### src/rtl/complex_arithmetic_unit_macros.svh
// Assertion macros for the complex arithmetic unit
`ifndef COMPLEX_ARITHMETIC_UNIT_MACROS_SVH
`define COMPLEX_ARITHMETIC_UNIT_MACROS_SVH
`ifndef SYNTH
`define CAU_ASSERT_IMP(lbl, pre, post, msg) \
  lbl: assert property (@(posedge clk) disable iff (!rst_n) (pre) |-> (post)) else $error(msg);
`define CAU_ASSERT_NXT(lbl, pre, post, msg) \
  lbl: assert property (@(posedge clk) disable iff (!rst_n) (pre) |=> (post)) else $error(msg);
`else
`define CAU_ASSERT_IMP(lbl, pre, post, msg)
`define CAU_ASSERT_NXT(lbl, pre, post, msg)
`endif
`endif

### src/rtl/cau_pkg.sv
// Shared constants, types and helpers of the complex arithmetic unit
package cau_pkg;

  localparam int FRAC_BITS = 8;
  localparam int DW   = 16;
  localparam int OPW  = 3;
  localparam int STW  = 2;
  localparam int PW   = 2 * DW;
  localparam int SUMW = PW + 1;
  localparam int DIRW = SUMW;
  localparam int MAGW = PW;
  localparam int DENW = PW;
  localparam int NUMW = MAGW + FRAC_BITS;
  localparam int QW   = DW + 2;
  localparam int CMPW = (NUMW > DENW + QW) ? NUMW : DENW + QW;
  localparam int NSQ  = DW;
  localparam int SQW  = 2 * DW;
  localparam int NITER = QW;
  localparam int IDXW = $clog2(NITER);

  localparam logic [OPW-1:0] OP_ADD  = 3'd0;
  localparam logic [OPW-1:0] OP_SUB  = 3'd1;
  localparam logic [OPW-1:0] OP_MUL  = 3'd2;
  localparam logic [OPW-1:0] OP_DIV  = 3'd3;
  localparam logic [OPW-1:0] OP_CONJ = 3'd4;
  localparam logic [OPW-1:0] OP_MOD  = 3'd5;

  localparam logic [STW-1:0] ST_OK      = 2'd0;
  localparam logic [STW-1:0] ST_SAT     = 2'd1;
  localparam logic [STW-1:0] ST_DIVZERO = 2'd2;

  localparam logic signed [DW-1:0] RES_MAX = DW'((2 ** (DW - 1)) - 1);
  localparam logic signed [DW-1:0] RES_MIN = -RES_MAX - DW'(1);

  // one word in flight through the divide / root steps
  typedef struct packed {
    logic [OPW-1:0]         op;
    logic signed [DIRW-1:0] direct_re;
    logic signed [DIRW-1:0] direct_im;
    logic                   den_zero;
    logic [DENW-1:0]        den;
    logic [NUMW-1:0]        rem_re;
    logic [NUMW-1:0]        rem_im;
    logic                   neg_re;
    logic                   neg_im;
    logic [QW-1:0]          q_re;
    logic [QW-1:0]          q_im;
    logic [SQW-1:0]         sq_v;
    logic [SQW-1:0]         sq_root;
  } item_t;

  // clamp to the result range; top bit flags saturation
  function automatic logic [DW:0] clamp_res(input logic signed [DIRW-1:0] v);
    logic signed [DIRW-1:0] hi;
    logic signed [DIRW-1:0] lo;
    hi = DIRW'(RES_MAX);
    lo = DIRW'(RES_MIN);
    if (v > hi) begin
      clamp_res = {1'b1, RES_MAX};
    end else if (v < lo) begin
      clamp_res = {1'b1, RES_MIN};
    end else begin
      clamp_res = {1'b0, v[DW-1:0]};
    end
  endfunction

endpackage

### src/rtl/cau_sat.sv
// Result select, sign fixup and saturation
module cau_sat import cau_pkg::*; (
  input  item_t                  item_i,
  output logic signed [DW-1:0]   res_re_o,
  output logic signed [DW-1:0]   res_im_o,
  output logic [STW-1:0]         status_o
);

  logic signed [QW:0]   qs_re;
  logic signed [QW:0]   qs_im;
  logic [DW:0]          c_re;
  logic [DW:0]          c_im;

  always_comb begin
    qs_re = $signed({1'b0, item_i.q_re});
    qs_im = $signed({1'b0, item_i.q_im});
    if (item_i.neg_re) qs_re = -qs_re;
    if (item_i.neg_im) qs_im = -qs_im;
    c_re = '0;
    c_im = '0;
    res_re_o = '0;
    res_im_o = '0;
    status_o = ST_OK;
    unique case (item_i.op)
      OP_ADD, OP_SUB, OP_CONJ, OP_MUL: begin
        c_re = clamp_res(item_i.direct_re);
        c_im = clamp_res(item_i.direct_im);
      end
      OP_DIV: begin
        c_re = clamp_res(DIRW'(qs_re));
        c_im = clamp_res(DIRW'(qs_im));
      end
      OP_MOD: begin
        c_re = clamp_res(DIRW'(item_i.sq_root));
      end
      default: begin
      end
    endcase
    if (item_i.op == OP_DIV && item_i.den_zero) begin
      status_o = ST_DIVZERO;
    end else begin
      res_re_o = c_re[DW-1:0];
      res_im_o = c_im[DW-1:0];
      if (c_re[DW] || c_im[DW]) status_o = ST_SAT;
    end
  end

endmodule
### config.mk
export PLATFORM = sky130hd
export DESIGN_NAME = cau_sat
export DESIGN_NICKNAME = d
export VERILOG_FILES = /design/src/rtl/complex_arithmetic_unit_macros.svh /design/src/rtl/cau_pkg.sv /design/src/rtl/cau_sat.sv
export SDC_FILE = /design/constraint.sdc
export NUM_CORES = 1
export LEC_CHECK = 0
export ABC_CLOCK_PERIOD_IN_PS = 8550
export BUFFER_PORTS_ARGS = -buffer_cell sky130_fd_sc_hd__clkbuf_2
export CAP_MARGIN = 10
export CORE_AREA = 2 2 124 126
export DETAILED_ROUTE_END_ITERATION = 16
export DIE_AREA = 0 0 126 128
export GPL_TIMING_DRIVEN = 0
export PLACE_DENSITY = 0.46
export SYNTH_ARGS = -nofsm -noshare
export SYNTH_HDL_FRONTEND = slang
export SYNTH_SLANG_ARGS = --single-unit
### constraint.sdc
create_clock -name vclk -period 8.55
set_input_delay 2.1375 -clock vclk [all_inputs]
set_output_delay 2.1375 -clock vclk [all_outputs]
set_load 0.1 [all_outputs]
==> impl_metrics.toml, run 1 <==
[run_status]
status = "complete, no violations"

[floorplanning]
start_util_pct = 12.6
die_h_um = 128
pin_count = 318
rows = 45
die_x_um = 126
core_area_sq_um = 14900
fp.dieArea_sq_um = 16100

[pwr]
power_per_cell_area_nw_per_um2 = 79.5
p_leak_nw = 1.32
p_total_w = 0.000236
peakVddDrop_uv = 60.7

[yosys]
yosysTopAreaCell = "xor2_1"
synth_top_family_by_area = "compound AO/OA/AOI/OAI gates"
synth_cells = 281
synth_cell_type_count = 54
synth_area_sq_um = 1870
yosys.area_share.simple_pct = 35.1
avgSynthCellArea_sq_um = 6.64
seq_area_frac_synth_pct = 0
yosysTopAreaCellShare_pct = 11.3
yosys_warnings = 0
synth-xor-area-share_pct = 12.2
synth_area_leaders = "xor2_1 11%, o21ai_0 11%, o221ai_2 8.0%, o2111ai_1 8.0%, nor2_1 6.2%"
synthAdderAreaFrac_pct = 1.34
synth_compound_area_share_pct = 43.7
synthMuxAreaShare_pct = 1.07
synth_nets = 567

[global_routing]
grt_pass1_vias = 3006
grt_usage_pct = 11.5
grt_antenna_before_repair = 0
overflow = 0
grt_pass1_wl_um = 15300
grt_max_degree = 11

[timing]
fmax_mhz = 140
relSlewSlack_pct = 58.3
worst_slack_ns = 1.43
hold_viol = 0
worst_pin_slew_ns = 0.626
rsz0062_at_grt = "false"
final-max-slew-violation-count = 0
min_period_ns = 7.12
finalSetupViolations = 0
fin_crit_sh_pct = 83.3
setup_tns_ns = 0

[placement]
pre_cts_slack_ns = 1.41
dp_hpwl_um = 8910
port_buffers = 173
dp_cells = 642
gp_congestion = 0.843

[layout]
seq_cells = 0
area_growth_pct = 59.0
regArea_sq_um = 0
layout.nets = 742
drive_above_1_share_pct = 43.4
final_util_pct = 20.0
antenna_cells = 0
fin_cells = 642
nClkBuffers = 0

[min_path]
hold_start = "item_i[214]"
hp-class = "in2out"
holdPathStages = 3
min_delay_worst_endpoint = "status_o[1]"

[clock_tree]
post-cts-setup-buffers = 0
hold_buffers = 0
ctsResizeCount = 0

[critical_path]
cp_max_fo = 10
worstPathArrival_ns = 4.99
path_class = "in2out"
end_kind = "output pin"
required_ns = 6.41
cp-start-kind = "input pin"

[route]
drc_errors = 0
vias = 2971
wl_um = 9860
via_per_inst = 4.63
wl_per_cell_um = 15.4
antenna_left = 0
drt_pass1_iterations = 4
drt_iter0_drc = 83

[job]
cap_violations = 0
[critical path, cell delays in order]
cell	delay, ns
clkbuf_2	0.11
inv_1	0.10
ha_1	0.23
or4b_1	0.54
a2111oi_0	0.40
o21bai_1	0.11
a22oi_1	0.27
o21ai_2	0.17
buf_6	0.20
o221ai_2	0.21
clkbuf_2	0.49
[where the power goes]
part	switching [W]	internal [W]	total, W	leakage, nW
registers	0	0	0	0
clock network	0	0	0	0
logic	0.000177	0.0000584	0.000236	1.32
total	0.000177	0.0000584	0.000236	1.32
[per-layer routing]
layer  up-vias  GRT usage [%]  routed length, um
met5         -              0                  0
met4         0           1.16                110
met3         6           2.34                945
met2       164           20.8               4520
met1      1321           14.5               4280
li1       1480              -                  -
[cells in the final DEF (no fill, tap or decap), types with 3 or more instances in the layout]
cell	count
a21oi_1	3
nor3_1	12
clkbuf_2	173
o21ai_0	40
xor2_1	24
o21ai_2	3
o41ai_1	4
clkbuf_1	11
o221ai_2	10
nand4_1	10
o2111ai_1	17
inv_1	7
nand2_1	20
nand3_1	6
o31ai_1	7
nand2b_1	5
nor2_1	31
a22oi_1	3
o221ai_1	5
or4_1	6
nor4_1	12
[metrics by stage]
stage | cell area, sq um | hold slack, ns
2_1_floorplan | 1870 | 4.73
3_3_place_gp | 2970 | 4.91
3_5_place_dp | 2970 | 4.91
4_1_cts | 2970 | 4.91
5_1_grt | 2970 | 4.93
6_report | 2970 | 4.90
[worst max path at each step]
stage	startpoint	endpoint	slack, ns	depth (start not counted)
after global routing	item_i[82]	res_re_o[9]	1.24	11
final	item_i[64]	res_im_o[10]	1.43	11
after CTS	item_i[64]	res_im_o[10]	1.40	11
after floorplan	item_i[82]	res_re_o[10]	1.06	9
after global placement	item_i[64]	res_im_o[10]	1.43	11
after detailed placement	item_i[64]	res_im_o[10]	1.41	11
[cell type report]
cell class / instances / area (sq um)
multi-input combinational: 258 / 1740
inverter: 7 / 26.3
timing repair buffer: 173 / 866
fill: 1728 / 11900
tap: 188 / 235
buffer: 16 / 96.3
[logic make-up (layout without fill, tap and decap cells)]
| kind of cell | count (synthesis) | after routing |
|---|---|---|
| XOR/XNOR | 26 | 26 |
| adder cells (fa/ha/maj) | 2 | 2 |
| AO/OA/AOI/OAI | 106 | 106 |
| buffers and inverters | 23 | 196 |
| multiplexers | 2 | 2 |
| AND/OR/NAND/NOR | 122 | 122 |
[synth_stat cells (2+ instances only)]
cell type	n
nand2b_1	5
nor2_1	31
or3_1	2
o21ai_2	3
or4_1	6
nor2b_1	2
o41ai_1	4
o221ai_1	5
nand2_1	20
xor2_1	24
o221ai_2	10
clkbuf_1	11
a21oi_1	3
nand3_1	6
nor4_1	12
mux2i_1	2
and2_1	2
or4b_1	2
xnor2_1	2
a22oi_1	3
or2_2	2
inv_1	7
nand4_1	10
ha_1	2
buf_6	2
o21ai_0	40
o31ai_1	7
or4_4	2
nor3_1	12
o2111ai_1	17
a21o_1	2
(Power assumes the default switching activity.)
==> run 2, diff against run 1 <==
Settings changed: ABC_CLOCK_PERIOD_IN_PS 8550 to 6800, CORE_AREA 2 2 124 126 to 2 2 125 127, DIE_AREA 0 0 126 128 to 0 0 127 129.
Clock period 8.55 ns to 6.8 ns, I/O delays scaled along.
==> impl_metrics.toml, run 2 (synthesis results as in run 1) <==
[route]
vias = 2972
antenna_left = 0
wl_per_cell_um = 16.0
wl_um = 10300
drc_errors = 0
drt_pass1_iterations = 4
drt_iter0_drc = 113
via_per_inst = 4.63

[critical_path]
worstPathArrival_ns = 4.81
cp_max_fo = 10
end_kind = "output pin"
crit_slowest_cell = "or4b_1"
crit_chain = "clkbuf_2, inv_1, ha_1, or4b_1, nor3_1, o2bb2a_1, o31ai_2, o21ai_2, buf_4, o2111ai_1, buf_2"
required_ns = 5.10
cp-start-kind = "input pin"
cpPeakStageDelay_ns = 0.56
path_class = "in2out"

[layout]
n_fill_cell = 1761
regArea_sq_um = 0
seq_cells = 0
layout.nets = 742
mostFrequentLayoutCell = "clkbuf_2"
antenna_cells = 0
nClkBuffers = 0
final_cell_mix = "172 x clkbuf_2, 40 x o21ai_0, 31 x nor2_1, 24 x xor2_1, 20 x nand2_1"
area_growth_pct = 59.0
drive_above_1_share_pct = 43.4

[global_routing]
grt_pass1_vias = 3088
overflow = 0
grt_antenna_before_repair = 1
grt_max_degree = 11
grt_usage_pct = 11.9
grt_pass1_wl_um = 15900

[timing]
rsz0062_at_grt = "false"
worst_slack_ns = 0.287
min_period_ns = 6.51
worst_pin_slew_ns = 0.664
fin_crit_sh_pct = 95.8
hold_viol = 0
setup_tns_ns = 0
fmax_mhz = 154
finalSetupViolations = 0
final-max-slew-violation-count = 0
relSlewSlack_pct = 55.7

[floorplanning]
start_util_pct = 12.5
die_h_um = 129
fp.dieArea_sq_um = 16400
core_area_sq_um = 15000
rows = 45
pin_count = 318
die_x_um = 127

[pwr]
p_leak_nw = 1.32
p_sw_w = 0.000225
peakVddDrop_uv = 58.2
intPower_w = 0.0000734
pwr-share-clk_pct = 0
power_frac_seq_pct = 0
p_total_w = 0.000298
p_comb_share_pct = 100.0
switching_share_pct = 75.4
power_per_cell_area_nw_per_um2 = 101

[min_path]
hp-class = "in2out"

[placement]
port_buffers = 173
gp_congestion = 0.894
pre_cts_slack_ns = 0.232
dp_hpwl_um = 9380

[clock_tree]
hold_buffers = 0

[run_status]
status = "complete, no violations"

[job]
cap_violations = 0
==> run 2: cell types whose count changed in the layout (fill, tap and decap cells not counted) <==
| cell | before | now |
|---|---|---|
| clkbuf_2 | 173 | 172 |
| buf_2 | 1 | 2 |
==> run 2: area by class of cell <==
cell class         instances  area [sq um]  share of cell area (%)
plain buffers             16          96.3                    3.25
inverters                  7          26.3                   0.886
multi-input cells        258          1740                    58.8
well taps                188           235                    7.93
repair buffers           173           866                    29.2
==> run 2: metrics by stage <==
step	cells	area, sq um	hold WS [ns]	util (%)
finish	642	2970	4.02	19.8
global route	642	2970	4.06	19.8
CTS	642	2970	4.03	19.8
detailed placement	642	2970	4.03	19.8
global placement	642	2970	4.03	19.8
floorplan	281	1870	3.86	-
==> run 2: power groups by stage <==
stage | registers (W) | logic [W] | clock network, W
2_1_floorplan | 0 | 0.000205 | 0
3_3_place_gp | 0 | 0.000299 | 0
3_5_place_dp | 0 | 0.000299 | 0
4_1_cts | 0 | 0.000300 | 0
5_1_grt | 0 | 0.000317 | 0
6_report | 0 | 0.000298 | 0
==> run 2: worst paths after layout <==
kind              slack, ns  cells past startpoint         from           to
hold / removal         4.02                      3  item_i[214]  status_o[1]
setup / recovery       0.29                     11   item_i[82]  res_re_o[8]
==> run 2: critical path, delay by kind of cell <==
kind                     cells  cell delay, ns
AO/OA/AOI/OAI                4            1.12
adder cells (fa/ha/maj)      1            0.29
AND/OR/NAND/NOR              2            0.75
buffers and inverters        4            0.95
==> run 2: what timing repair did <==
| action | CTS | global route |
|---|---|---|
| setup endpoints to repair | 0 | 1 |
| setup buffers | 0 | 0 |
| endpoints found under the hold margin | 0 | 0 |
| resized for setup | 0 | 1 |
==> run 2: routing by layer <==
metal	global-route usage (%)	up-vias	routed length [um]
met5	0	-	11
met4	1.29	2	101
met3	3.62	8	1080
met2	22.2	166	4770
met1	14.0	1320	4320
li1	-	1476	-
==> run 3, diff against run 2 <==
Settings changed: PLACE_DENSITY 0.46 to default, RECOVER_POWER from default to 50.
==> impl_metrics.toml, run 3 (synthesis results as in run 1) <==
[pwr]
power_per_cell_area_nw_per_um2 = 99.4
peakVddDrop_uv = 55.3
p_total_w = 0.000294
p_leak_nw = 1.30

[timing]
relSlewSlack_pct = 18.3
setup_tns_ns = 0
rsz0062_at_grt = "false"
finalSetupViolations = 0
min_period_ns = 6.48
hold_viol = 0
fin_crit_sh_pct = 95.3
timing.hold.ws_ns = 4.05
fmax_mhz = 154
worst_pin_slew_ns = 1.23
final-max-slew-violation-count = 0

[global_routing]
grt_max_degree = 11
grt_usage_pct = 11.1
overflow = 0
grt_pass1_vias = 2922
grt_pass1_wl_um = 14700
grt_antenna_before_repair = 1

[route]
drt_iter0_drc = 67
wl_um = 9640
wl_per_cell_um = 15.0
vias = 2916
drc_errors = 0
drt_pass1_iterations = 4
antenna_left = 0
via_per_inst = 4.54

[floorplanning]
pin_count = 318
die_x_um = 127
start_util_pct = 12.5
fp.dieArea_sq_um = 16400
die_h_um = 129
rows = 45
core_area_sq_um = 15000

[critical_path]
crit_top_cell = "clkbuf_1"
path_buf_inv = 4
crit_chain = "clkbuf_1, inv_1, ha_1, or4b_1, o41a_1, or4_1, buf_6, o2111ai_1, clkbuf_1"
cpPeakStageDelay_ns = 0.93
path_class = "in2out"
cp-start-kind = "input pin"
end_kind = "output pin"
worstPathArrival_ns = 4.78
cp_top_family = "buffers and inverters"
crit_slowest_cell = "clkbuf_1"
cp_max_fo = 7
required_ns = 5.10

[placement]
dpl_cell_area_sq_um = 2970
dp_cells = 642
dp_hpwl_um = 8730
gp_congestion = 0.914
port_buffers = 173

[min_path]
min_delay_worst_endpoint = "res_im_o[0]"
holdPathStages = 4
hp-class = "in2out"
hold_start = "item_i[215]"

[layout]
antenna_cells = 0
layout.nets = 742
seq_cells = 0
fin_cells = 642
regArea_sq_um = 0
mostFrequentLayoutCell = "clkbuf_2"
area_growth_pct = 58.3
fin_area_sq_um = 2950
final_cell_mix = "167 x clkbuf_2, 40 x o21ai_0, 31 x nor2_1, 24 x xor2_1, 20 x nand2_1"
drive_above_1_share_pct = 41.9
nClkBuffers = 0

[job]
cap_violations = 0

[clock_tree]
hold_buffers = 0
post-cts-setup-buffers = 0
ctsResizeCount = 0

[run_status]
status = "complete, no violations"
## run 3: cell types whose count changed in the layout (fill, tap and decap cells not counted)
cell,delta
o31ai_2,-1
clkbuf_2,-5
o31ai_1,+1
buf_2,-1
clkbuf_1,+6
## run 3: worst max path at each step
stage	startpoint	end	slack, ns	depth (start not counted)
2_1_floorplan	item_i[82]	res_re_o[10]	0.18	9
3_3_place_gp	item_i[82]	res_re_o[14]	0.51	11
3_5_place_dp	item_i[82]	res_re_o[14]	0.51	11
4_1_cts	item_i[82]	res_re_o[14]	0.50	11
5_1_grt	item_i[64]	status_o[0]	0.21	9
6_report	item_i[64]	status_o[0]	0.32	9
## run 3: area by class of cell
cell class | count | area (sq um)
Timing Repair Buffer | 173 | 858
Inverter | 7 | 26.3
Tap cell | 188 | 235
Multi-Input combinational cell | 258 | 1740
Fill cell | 1759 | 12000
Buffer | 16 | 96.3
## run 3: per-layer routing
metal | GRT usage (%) | up-vias | wire [um]
met2 | 19.3 | 169 | 4160
met1 | 14.4 | 1257 | 4420
met3 | 2.04 | 12 | 856
met4 | 2.13 | 2 | 197
li1 | - | 1476 | -
met5 | 0 | - | 7
## run 3: power by group
group          total, W  switching (W)  internal, W
Clock                 0              0            0
Sequential            0              0            0
Combinational  0.000294       0.000221    0.0000727
## run 3: worst min-delay path: stages
cell and delay, ns:
clkbuf_2 0.08, nor2_1 0.09, o221ai_1 0.10, clkbuf_2 0.38
## run 3: metrics by stage
stage	worst slack (ns)	utilization [%]
after detailed placement	0.506	19.8
after CTS	0.496	19.8
after global routing	0.206	19.7
final	0.319	19.7
after global placement	0.510	19.8
after floorplan	0.182	-
