**src/rtl/complex_arithmetic_unit_macros.svh**
```systemverilog
// Assertion macros for the complex arithmetic unit
`ifndef COMPLEX_ARITHMETIC_UNIT_MACROS_SVH
`define COMPLEX_ARITHMETIC_UNIT_MACROS_SVH
`ifndef SYNTH
`define CAU_ASSERT_IMP(lbl, pre, post, msg) \
  lbl: assert property (@(posedge clk) disable iff (!rst_n) (pre) |-> (post)) else $error(msg);
`define CAU_ASSERT_NXT(lbl, pre, post, msg) \
  lbl: assert property (@(posedge clk) disable iff (!rst_n) (pre) |=> (post)) else $error(msg);
`else
`define CAU_ASSERT_IMP(lbl, pre, post, msg)
`define CAU_ASSERT_NXT(lbl, pre, post, msg)
`endif
`endif

```
**src/rtl/cau_pkg.sv**
```systemverilog
// Shared constants, types and helpers of the complex arithmetic unit
package cau_pkg;

  localparam int FRAC_BITS = 8;
  localparam int DW   = 16;
  localparam int OPW  = 3;
  localparam int STW  = 2;
  localparam int PW   = 2 * DW;
  localparam int SUMW = PW + 1;
  localparam int DIRW = SUMW;
  localparam int MAGW = PW;
  localparam int DENW = PW;
  localparam int NUMW = MAGW + FRAC_BITS;
  localparam int QW   = DW + 2;
  localparam int CMPW = (NUMW > DENW + QW) ? NUMW : DENW + QW;
  localparam int NSQ  = DW;
  localparam int SQW  = 2 * DW;
  localparam int NITER = QW;
  localparam int IDXW = $clog2(NITER);

  localparam logic [OPW-1:0] OP_ADD  = 3'd0;
  localparam logic [OPW-1:0] OP_SUB  = 3'd1;
  localparam logic [OPW-1:0] OP_MUL  = 3'd2;
  localparam logic [OPW-1:0] OP_DIV  = 3'd3;
  localparam logic [OPW-1:0] OP_CONJ = 3'd4;
  localparam logic [OPW-1:0] OP_MOD  = 3'd5;

  localparam logic [STW-1:0] ST_OK      = 2'd0;
  localparam logic [STW-1:0] ST_SAT     = 2'd1;
  localparam logic [STW-1:0] ST_DIVZERO = 2'd2;

  localparam logic signed [DW-1:0] RES_MAX = DW'((2 ** (DW - 1)) - 1);
  localparam logic signed [DW-1:0] RES_MIN = -RES_MAX - DW'(1);

  // one word in flight through the divide / root steps
  typedef struct packed {
    logic [OPW-1:0]         op;
    logic signed [DIRW-1:0] direct_re;
    logic signed [DIRW-1:0] direct_im;
    logic                   den_zero;
    logic [DENW-1:0]        den;
    logic [NUMW-1:0]        rem_re;
    logic [NUMW-1:0]        rem_im;
    logic                   neg_re;
    logic                   neg_im;
    logic [QW-1:0]          q_re;
    logic [QW-1:0]          q_im;
    logic [SQW-1:0]         sq_v;
    logic [SQW-1:0]         sq_root;
  } item_t;

  // clamp to the result range; top bit flags saturation
  function automatic logic [DW:0] clamp_res(input logic signed [DIRW-1:0] v);
    logic signed [DIRW-1:0] hi;
    logic signed [DIRW-1:0] lo;
    hi = DIRW'(RES_MAX);
    lo = DIRW'(RES_MIN);
    if (v > hi) begin
      clamp_res = {1'b1, RES_MAX};
    end else if (v < lo) begin
      clamp_res = {1'b1, RES_MIN};
    end else begin
      clamp_res = {1'b0, v[DW-1:0]};
    end
  endfunction

endpackage

```
**src/rtl/cau_step.sv**
```systemverilog
// One restoring divide bit per pipeline stage and, while idx_i < NSQ, one square-root digit
module cau_step import cau_pkg::*; (
  input  item_t            item_i,
  input  logic [IDXW-1:0]  idx_i,
  output item_t            item_o
);

  logic [CMPW-1:0] dsh;
  logic [CMPW-1:0] rre;
  logic [CMPW-1:0] rim;
  logic [QW-1:0]   qbit;
  logic [SQW-1:0]  sbit;
  logic [SQW-1:0]  ssum;
  int unsigned     b;
  int unsigned     sb;

  always_comb begin
    item_o = item_i;
    // divide: try the shifted divisor at this quotient bit
    b    = (QW - 1) - int'(idx_i);
    dsh  = CMPW'(item_i.den) << b;
    qbit = QW'(1) << b;
    rre  = CMPW'(item_i.rem_re);
    rim  = CMPW'(item_i.rem_im);
    if (rre >= dsh) begin
      item_o.rem_re = NUMW'(rre - dsh);
      item_o.q_re   = item_i.q_re | qbit;
    end
    if (rim >= dsh) begin
      item_o.rem_im = NUMW'(rim - dsh);
      item_o.q_im   = item_i.q_im | qbit;
    end
    // root: one digit, last stages only pass through
    sb   = 0;
    sbit = '0;
    ssum = '0;
    if (int'(idx_i) < NSQ) begin
      sb   = 2 * (NSQ - 1 - int'(idx_i));
      sbit = SQW'(1) << sb;
      ssum = item_i.sq_root + sbit;
      if (item_i.sq_v >= ssum) begin
        item_o.sq_v    = item_i.sq_v - ssum;
        item_o.sq_root = (item_i.sq_root >> 1) + sbit;
      end else begin
        item_o.sq_root = item_i.sq_root >> 1;
      end
    end
  end

endmodule

```
**config.mk**
```make
export PLATFORM = sky130hd
export DESIGN_NAME = cau_step
export DESIGN_NICKNAME = d
export VERILOG_FILES = /design/src/rtl/complex_arithmetic_unit_macros.svh /design/src/rtl/cau_pkg.sv /design/src/rtl/cau_step.sv
export SDC_FILE = /design/constraint.sdc
export NUM_CORES = 1
export LEC_CHECK = 0
export ABC_AREA = 1
export CAP_MARGIN = 20
export CORE_AREA = 2 2 224 226
export DETAILED_ROUTE_END_ITERATION = 8
export DIE_AREA = 0 0 226 228
export DONT_BUFFER_PORTS = 1
export PLACE_DENSITY = 0.5
export SLEW_MARGIN = 25
export SYNTH_ARGS = -nofsm -noshare
export SYNTH_HDL_FRONTEND = slang
export SYNTH_SLANG_ARGS = --single-unit
```
**constraint.sdc**
```tcl
create_clock -name vclk -period 7.05
set_input_delay 1.0575 -clock vclk [all_inputs]
set_output_delay 1.0575 -clock vclk [all_outputs]
set_load 0.1 [all_outputs]
```
==> flow_metrics.env, run 1 <==
export IMPL_status="completed"
export IMPL_first_iter_violations=1774
export IMPL_seq_cells=0
export IMPL_mostFrequentLayoutCell="nand2_1"
export IMPL_wl_microns=75300
export IMPL_synth_area_leaders="nand2_1 20%, ha_1 12%, nand3_1 8.6%"
export IMPL_antenna_found_initial=2
export IMPL_max_stage_delay_ns=0.36
export IMPL_worstSetupPathType="input pin to output pin"
export IMPL_worst_ep_required_time_ns=5.99
export IMPL_grt_pass1_vias=18872
export IMPL_regArea_sq_um=0
export IMPL_avgViaCountPerCell=5.46
export IMPL_final_layout_size_suffix_gt1_share_pct=10.9
export IMPL_p_int_uw=951
export IMPL_synth_cell_types=47
export IMPL_final_cell_mix="830 x nand2_1, 326 x inv_1, 306 x nor2_1"
export IMPL_wl_per_cell_microns=20.4
export IMPL_vias=20188
export IMPL_ir_drop_mv=0.0942
export IMPL_syn_inst=3006
export IMPL_relSlewSlack_pct=49.4
export IMPL_fmax_mhz=147
export IMPL_dieArea_sq_um=51500
export IMPL_finalCriticalPeriod_ns=6.78
export IMPL_worst_pin_slew_ns=0.752
export IMPL_dp_hpwl_microns=64800
export IMPL_cts_hold_buffers=0
export IMPL_yosysTopAreaCell="nand2_1"
export IMPL_place_congestion=1.03
export IMPL_placed_cell_area_sq_um=19400
export IMPL_nets=3464
export IMPL_syn_area_per_cell_sq_um=5.21
export IMPL_start_util_pct=31.7
export IMPL_core_area_sq_um=49300
export IMPL_cp_endpoint="item_o[7]"
export IMPL_power_leakage_uw=0.00912
export IMPL_drt_pass1_iterations=7
export IMPL_fin_crit_sh_pct=96.2
export IMPL_fp_row_count=82
export IMPL_die_width_microns=226
export IMPL_grt_pass1_wl_microns=112000
export IMPL_clkbuf_count=0
export IMPL_yosys_warnings=0
export IMPL_slew_viol_final=0
export IMPL_power_density_nw_per_um2=153
export IMPL_grt_max_degree=117
export IMPL_critPathArrivalTime_ns=5.73
export IMPL_netSwitchingPower_uw=2060
export IMPL_syn_nets=3443
export IMPL_slowest_stage="ha_1"
export IMPL_swShare_pct=68.4
export IMPL_crit_path_start_kind="input pin"
export IMPL_clock_power_share_pct=0
export IMPL_hold_viol=0
export IMPL_netlist_area_sq_um=15700
export IMPL_ys_seq_area_share_pct=0
export IMPL_cp_max_fo=23
export IMPL_seq_power_share_pct=0
export IMPL_cap_violations=0
export IMPL_boundaryPins=573
export IMPL_endpoint_kind="output pin"
export IMPL_die_y_microns=228
export IMPL_finalInstanceArea_sq_um=19600
export IMPL_hold_path_class="input pin to output pin"
export IMPL_final_antenna_net_count=0
export IMPL_syn2layout_area_growth_pct=25.1
export IMPL_port_buffers=0
export IMPL_comb_power_share_pct=100.0
export IMPL_grt_overflow=0
export IMPL_fin_cells=3698
export IMPL_numPlacedInstances=3692
export IMPL_route_detailed_drc=0
export IMPL_crit_path_frequent_cell="nand2_1"
export IMPL_cp_startpoint="idx_i[4]"
export IMPL_fill_cells=5525
export IMPL_grt_util_all_layers_pct=27.8
export IMPL_setup_viol=0
export IMPL_yosys_area_top_type_share_pct=20.0
-- worst max-delay path, delay by kind of cell --
| kind | cells | cell delay, ns |
|---|---|---|
| buffers and inverters | 4 | 0.70 |
| AOI/OAI and AO/OA | 7 | 1.01 |
| adders and majority gates | 2 | 0.69 |
| and+or+nand+nor | 15 | 2.23 |
-- synth_stat cells (26+ instances only) --
cell,number
buf_4,105
nand2_1,834
clkbuf_1,39
buf_2,35
nor3_1,34
xnor2_1,51
nand4_1,140
inv_1,327
a31oi_1,26
ha_1,145
o21ai_0,216
nand3_1,269
a21oi_1,177
xor2_1,86
nor2_1,324
-- power by group through the flow --
stage	Sequential [uW]	Combinational (uW)	Clock (uW)
after floorplan	0	2270	0
after global placement	0	2960	0
after detailed placement	0	2940	0
after CTS	0	2950	0
after global routing	0	3190	0.0000191
final	0	3010	0.0000191
-- stage by stage --
step	setup TNS [ns]	total power (uW)	hold WS [ns]	setup WS (ns)	utilization, %
2_1_floorplan	-0.377	2270	2.33	-0.189	-
3_3_place_gp	-0.0207	2960	2.12	-0.0207	39.3
3_5_place_dp	-0.00499	2940	2.12	-0.00499	39.3
4_1_cts	0	2950	2.12	0.0366	39.3
5_1_grt	-0.0206	3190	2.12	-0.0206	39.7
6_report	0	3010	2.12	0.266	39.7
-- area by class of cell --
cell class | instances | area [sq um] | share of cell area [%]
repair buffers | 226 | 4050 | 20.6
multi-input cells | 2463 | 13400 | 68.6
well taps | 672 | 841 | 4.29
inverters | 336 | 1260 | 6.44
diodes | 1 | 2.50 | 0.0128
-- metal layers --
layer  global-route usage, %  part of all wire (%)
met5                       0                     0
met4                    10.9                   4.4
met3                    4.96                   8.4
met2                    47.2                    47
met1                    34.5                    40
-- repair_timing --
action | 4_1_cts | 5_1_grt
endpoints found under the setup margin | 1 | 157
cloned | 0 | 1
pin swaps | 0 | 5
setup buffers | 0 | 4
hold endpoints to repair | 0 | 0
gates resized for setup | 1 | 45
-- how the worst min path moves through the flow --
stage                      startpoint          end  slack [ns]  cells after the start
final                     item_i[271]  item_o[271]        2.12                      0
after detailed placement  item_i[218]  item_o[218]        2.12                      0
after floorplan           item_i[100]  item_o[100]        2.33                      1
after global routing      item_i[186]  item_o[186]        2.12                      0
after global placement    item_i[218]  item_o[218]        2.12                      0
after CTS                 item_i[218]  item_o[218]        2.12                      0
-- kinds of logic after synthesis --
| group | count (synthesis) | share of synthesized area, % |
|---|---|---|
| AND/OR/NAND/NOR | 1640 | 44.8 |
| buffers and inverters | 543 | 16.2 |
| AO/OA/AOI/OAI | 532 | 18.9 |
| adder cells (fa/ha/maj) | 148 | 12.0 |
| XOR/XNOR | 138 | 7.84 |
| multiplexers | 5 | 0.320 |
No activity file was read; power rests on OpenSTA's default activity.
==> inputs of run 2 (changes only) <==
--- a/config.mk
+++ b/config.mk
@@ -5,13 +5,12 @@
 export SDC_FILE = /design/constraint.sdc
 export NUM_CORES = 1
 export LEC_CHECK = 0
-export ABC_AREA = 1
 export CAP_MARGIN = 20
-export CORE_AREA = 2 2 224 226
+export CORE_AREA = 2 2 225 227
 export DETAILED_ROUTE_END_ITERATION = 8
-export DIE_AREA = 0 0 226 228
+export DIE_AREA = 0 0 227 229
 export DONT_BUFFER_PORTS = 1
-export PLACE_DENSITY = 0.5
+export PLACE_DENSITY = 0.44
 export SLEW_MARGIN = 25
 export SYNTH_ARGS = -nofsm -noshare
 export SYNTH_HDL_FRONTEND = slang
==> run 2 against run 1 <==
  * Clock-buffer cell count stayed put
  * Via count decreased by 22%
  * First-iteration DRC count shrank 30%
  * Die area up 0.88%
  * Global-route usage down 3.5 points
  * Synthesized cell count decreased by 36%
  * Combinational power up 36%
  * Power up 36%
  * Routed wire length is 12% lower
  * Critical path type unchanged
==> flow_metrics.env, run 2 <==
export IMPL_grt_util_all_layers_pct=24.3
export IMPL_synthAdderAreaFrac_pct=14.1
export IMPL_critPathArrivalTime_ns=5.78
export IMPL_regArea_sq_um=0
export IMPL_yosysTopAreaCell="ha_1"
export IMPL_ys_seq_area_share_pct=0
export IMPL_route_detailed_drc=0
export IMPL_relSlewSlack_pct=43.8
export IMPL_wl_met3_microns=6390
export IMPL_syn_inst=1924
export IMPL_core_area_sq_um=49700
export IMPL_yosys_area_top_type_share_pct=13.7
export IMPL_power_density_nw_per_um2=210
export IMPL_numPlacedInstances=2791
export IMPL_hold_path_class="input pin to output pin"
export IMPL_endpoint_kind="output pin"
export IMPL_power_leakage_uw=0.00826
export IMPL_worst_pin_slew_ns=0.840
export IMPL_power_uw=4100
export IMPL_synth_cell_types=84
export IMPL_boundaryPins=573
export IMPL_start_util_pct=26.7
export IMPL_hold_viol=0
export IMPL_worstSetupPathType="input pin to output pin"
export IMPL_syn2layout_area_growth_pct=47.3
export IMPL_final_cell_mix="208 x buf_4, 198 x nand2_1, 180 x buf_12"
export IMPL_setup_viol=0
export IMPL_highest_layer="met4"
export IMPL_ir_drop_mv=0.132
export IMPL_wl_microns=66400
export IMPL_dp_hpwl_microns=57900
export IMPL_rsz0062_at_grt="no"
export IMPL_first_iter_violations=1243
export IMPL_grt_pass1_wl_microns=96900
export IMPL_cp_max_fo=75
export IMPL_cap_violations=0
export IMPL_worst_ep_required_time_ns=5.99
export IMPL_seq_cells=0
export IMPL_placed_cell_area_sq_um=19300
export IMPL_antenna_found_initial=3
export IMPL_yosys_area_share_simple_pct=19.6
export IMPL_fp_row_count=82
export IMPL_grt_pass1_vias=15284
export IMPL_met2_wirelength_microns=30700
export IMPL_synth_area_leaders="ha_1 14%, a21oi_1 6.6%, buf_4 6.3%"
export IMPL_status="completed"
export IMPL_port_buffers=0
export IMPL_netlist_area_sq_um=13300
export IMPL_fmax_mhz=146
export IMPL_die_width_microns=227
export IMPL_synth_commonest_cells="210 x nand2_1, 176 x a21oi_1, 145 x ha_1"
export IMPL_avgViaCountPerCell=5.59
export IMPL_mostFrequentLayoutCell="buf_4"
export IMPL_yosys_area_share_xor_xnor_pct=9.31
export IMPL_wl_per_cell_microns=23.7
export IMPL_dieArea_sq_um=52000
export IMPL_drt_pass1_iterations=6
export IMPL_clkbuf_count=0
export IMPL_tns_ns=0
export IMPL_synth_top_family_by_area="compound AO/OA/AOI/OAI gates"
export IMPL_syn_nets=2361
export IMPL_finalInstanceArea_sq_um=19500
export IMPL_grt_max_degree=76
export IMPL_fin_cells=2800
export IMPL_final_layout_size_suffix_gt1_share_pct=32.1
export IMPL_synth_most_common_cell="nand2_1"
export IMPL_nets=2564
export IMPL_die_y_microns=229
export IMPL_fin_crit_sh_pct=96.9
export IMPL_final_antenna_net_count=0
export IMPL_grt_overflow=0
export IMPL_yosys_warnings=0
export IMPL_place_congestion=0.947
export IMPL_finalCriticalPeriod_ns=6.83
export IMPL_synthMuxAreaShare_pct=12.4
export IMPL_crit_path_start_kind="input pin"
export IMPL_wl_met1_microns=28100
export IMPL_synth_compound_area_share_pct=33.4
export IMPL_syn_area_per_cell_sq_um=6.89
export IMPL_slew_viol_final=0
export IMPL_vias=15659
## run 2: repair_timing
| action | 4_1_cts | 5_1_grt |
|---|---|---|
| resized for setup | 8 | 44 |
| endpoints found under the setup margin | 66 | 154 |
| gates cloned | 2 | 0 |
| hold buffers | 0 | 0 |
| pin swaps | 4 | 6 |
| endpoints found under the hold margin | 0 | 0 |
| buffers inserted | 0 | 4 |
## run 2: path summary, 6_finish.rpt
path | startpoint | endpoint | depth (start not counted)
worst max-delay path | idx_i[4] | item_o[61] | 21
worst min-delay path | item_i[239] | item_o[239] | 0
## run 2: logic make-up (layout without fill, tap and decap cells)
group / after synthesis / count (layout)
mux: 134 / 134
simple gates: 554 / 556
fa+ha+maj: 148 / 148
other cells: 0 / 3
compound gates: 683 / 683
buf+inv: 264 / 463
xor+xnor: 141 / 141
## run 2: metal layers
metal / vias up / GRT usage, %
li1: 7487 / -
met1: 7499 / 31.4
met2: 616 / 40.0
met3: 57 / 7.30
met4: 0 / 4.41
met5: - / 0
## run 2: area by class of cell
type               count  area (sq um)
multi-input cells   1662         13200
diodes                 3          7.51
well taps            672           841
repair buffers       392          5230
fillers             5131         30100
inverters             71           269
## run 2: report_power, final
| part | leakage (uW) | internal (uW) | switching (uW) |
|---|---|---|---|
| Combinational | 0.00826 | 1520 | 2580 |
| Sequential | 0 | 0 | 0 |
| Clock | 0.0000000190 | 0.0000574 | 0 |
| Total | 0.00826 | 1520 | 2580 |
## run 2: critical path: stages
cell      delay [ns]
or3b_4          0.45
nor2_4          0.14
ha_1            0.26
nand2_1         0.06
o21bai_1        0.07
and3_1          0.21
a41o_1          0.23
a31o_2          0.28
a31oi_2         0.21
buf_4           0.14
xor2_1          0.18
ha_1            0.33
a211o_1         0.30
or3_1           0.30
o21a_1          0.25
a221oi_2        0.32
a31o_2          0.25
o21ai_0         0.12
xnor2_1         0.18
o21ai_4         0.19
buf_12          0.19
## run 2: through the flow
| step | worst slack, ns | util (%) | hold slack, ns |
|---|---|---|---|
| floorplan | -0.749 | - | 2.33 |
| global placement | -0.0669 | 38.8 | 2.12 |
| detailed placement | -0.103 | 38.8 | 2.12 |
| CTS | 0.0190 | 38.9 | 2.12 |
| global route | 0.00934 | 39.3 | 2.12 |
| finish | 0.217 | 39.3 | 2.12 |
==> inputs of run 3 (changes only) <==
--- a/config.mk
+++ b/config.mk
@@ -10,7 +10,7 @@
 export DETAILED_ROUTE_END_ITERATION = 8
 export DIE_AREA = 0 0 227 229
 export DONT_BUFFER_PORTS = 1
-export PLACE_DENSITY = 0.44
+export PLACE_DENSITY = 0.46
 export SLEW_MARGIN = 25
 export SYNTH_ARGS = -nofsm -noshare
 export SYNTH_HDL_FRONTEND = slang
==> constraint.sdc (replaced) <==
create_clock -name vclk -period 5.54
set_input_delay 0.831 -clock vclk [all_inputs]
set_output_delay 0.831 -clock vclk [all_outputs]
set_load 0.1 [all_outputs]
==> run 3 against run 2 <==
  * The flow now finishes with violations (setup timing)
  * Power increased by 55%
  * Via count rose by 14%
  * First-iteration DRC count is 18% lower
  * Cell area increased by 31%
  * Hold slack worse by 0.45 ns
  * Combinational power grew 55%
  * Flip-flop and latch count did not move
  * Global-route usage is 2.5 points higher
  * Critical path depth is 2 higher
  * Final cell count increased by 17%
  * Critical path type unchanged
==> flow_metrics.env, run 3 (same netlist as run 2, synthesis figures left out) <==
export IMPL_status="finished with violations"
export IMPL_violations="setup timing"
export IMPL_met3_usage_pct=5.72
export IMPL_min_to="item_o[186]"
export IMPL_grt_pass1_wl_microns=107000
export IMPL_final_cell_mix="621 x buf_4, 197 x buf_12, 158 x nand2_1"
export IMPL_numPlacedInstances=3174
export IMPL_endpoint_kind="output pin"
export IMPL_use_met1_pct=33.8
export IMPL_route_detailed_drc=0
export IMPL_grt_overflow=0
export IMPL_hold_path_class="input pin to output pin"
export IMPL_grt_use_met2_pct=45.2
export IMPL_power_leakage_uw=0.0114
export IMPL_crit_path_start_kind="input pin"
export IMPL_regArea_sq_um=0
export IMPL_hold_depth=0
export IMPL_start_util_pct=26.7
export IMPL_rsz0062_at_grt="yes"
export IMPL_wl_microns=73800
export IMPL_vias=17788
export IMPL_ir_drop_mv=0.142
export IMPL_tns_ns=-95.39
export IMPL_mostFrequentLayoutCell="buf_4"
export IMPL_grt_max_degree=76
export IMPL_slew_viol_final=0
export IMPL_min_from="item_i[186]"
export IMPL_port_buffers=0
export IMPL_setup_slack_ns=-0.730
export IMPL_nets=3052
export IMPL_drt_pass1_iterations=5
export IMPL_busiest_layer="met2"
export IMPL_syn2layout_area_growth_pct=92.9
export IMPL_fin_cells=3286
export IMPL_fin_crit_sh_pct=113
export IMPL_avgViaCountPerCell=5.41
export IMPL_first_iter_violations=1017
export IMPL_boundaryPins=573
export IMPL_setup_viol=180
export IMPL_power_uw=6360
export IMPL_final_antenna_net_count=0
export IMPL_fp_row_count=82
export IMPL_place_congestion=0.937
export IMPL_hold_viol=0
export IMPL_cp_max_fo=75
export IMPL_grt_pass1_vias=17759
export IMPL_die_width_microns=227
export IMPL_worstSetupPathType="input pin to output pin"
export IMPL_final_layout_size_suffix_gt1_share_pct=51.4
export IMPL_fmax_mhz=159
export IMPL_relSlewSlack_pct=53.7
export IMPL_finalCriticalPeriod_ns=6.27
export IMPL_antenna_found_initial=1
export IMPL_grt_util_all_layers_pct=26.8
export IMPL_dieArea_sq_um=52000
export IMPL_finalInstanceArea_sq_um=25600
export IMPL_seq_cells=0
export IMPL_core_area_sq_um=49700
export IMPL_cts_hold_buffers=0
export IMPL_cap_violations=0
export IMPL_critPathArrivalTime_ns=5.44
export IMPL_die_y_microns=229
export IMPL_worst_ep_required_time_ns=4.71
export IMPL_power_density_nw_per_um2=249
export IMPL_final_util_pct=51.5
export IMPL_clkbuf_count=0
export IMPL_placed_cell_area_sq_um=22300
export IMPL_dp_hpwl_microns=60600
export IMPL_worst_pin_slew_ns=0.693
export IMPL_wl_per_cell_microns=22.5
[run 3: cell count changes in the layout (fill, tap and decap cells not counted), moves of 29 or more]
| cell | delta |
|---|---|
| a21oi_1 | -33 |
| a21oi_2 | +33 |
| buf_4 | +413 |
| buf_6 | +29 |
| mux2_2 | -47 |
| mux2_4 | +39 |
| nand2_1 | -40 |
[run 3: worst max path at each step]
stage | from | end | slack (ns) | depth (start not counted)
2_1_floorplan | idx_i[0] | item_o[26] | -1.81 | 29
4_1_cts | idx_i[0] | item_o[15] | -0.65 | 22
6_report | idx_i[4] | item_o[29] | -0.73 | 23
3_5_place_dp | idx_i[4] | item_o[29] | -1.18 | 23
3_3_place_gp | idx_i[2] | item_o[141] | -1.12 | 25
5_1_grt | idx_i[4] | item_o[29] | -0.87 | 23
[run 3: critical path, stage by stage]
cell and delay [ns]:
or3b_4 0.44, nor2_4 0.14, ha_4 0.23, nand2_4 0.06, o21bai_4 0.06, and3_4 0.18
a41o_1 0.20, a31o_4 0.27, a31oi_4 0.22, nor2_4 0.06, o311ai_2 0.23, xor2_1 0.11
ha_2 0.35, nand4_1 0.15, nor2_2 0.17, nand4_1 0.15, a21o_1 0.23, a21o_4 0.26
and2_4 0.20, buf_6 0.13, or3_4 0.37, a31oi_4 0.16, buf_12 0.19
[run 3: metrics by stage]
stage	setup slack [ns]	hold WS (ns)
after floorplan	-1.81	1.87
after global placement	-1.12	1.66
after detailed placement	-1.18	1.66
after CTS	-0.655	1.66
after global routing	-0.869	1.66
final	-0.730	1.66
[run 3: where the power goes]
part           switching [uW]  internal [uW]  total [uW]
clock network               0      0.0000242   0.0000243
logic                    3660           2700        6360
registers                   0              0           0
[run 3: layout make-up]
type / count / area, sq um
Fill cell: 4705 / 24100
Multi-Input combinational cell: 1663 / 14800
Timing Repair Buffer: 879 / 9680
Tap cell: 672 / 841
Inverter: 71 / 289
Antenna cell: 1 / 2.50
[run 3: routing by layer]
metal,vias to the layer above,routed length [microns],part of all wire (%)
met3,109,6150,8.3
met5,-,0,0
met4,0,2820,3.8
li1,8463,-,-
met1,8539,30100,41
met2,677,34700,47
[run 3: timing repair]
action,4_1_cts,5_1_grt
setup endpoints to repair,180,180
pin swaps,154,53
gates resized for setup,386,115
cloned,17,3
buffers inserted,79,20
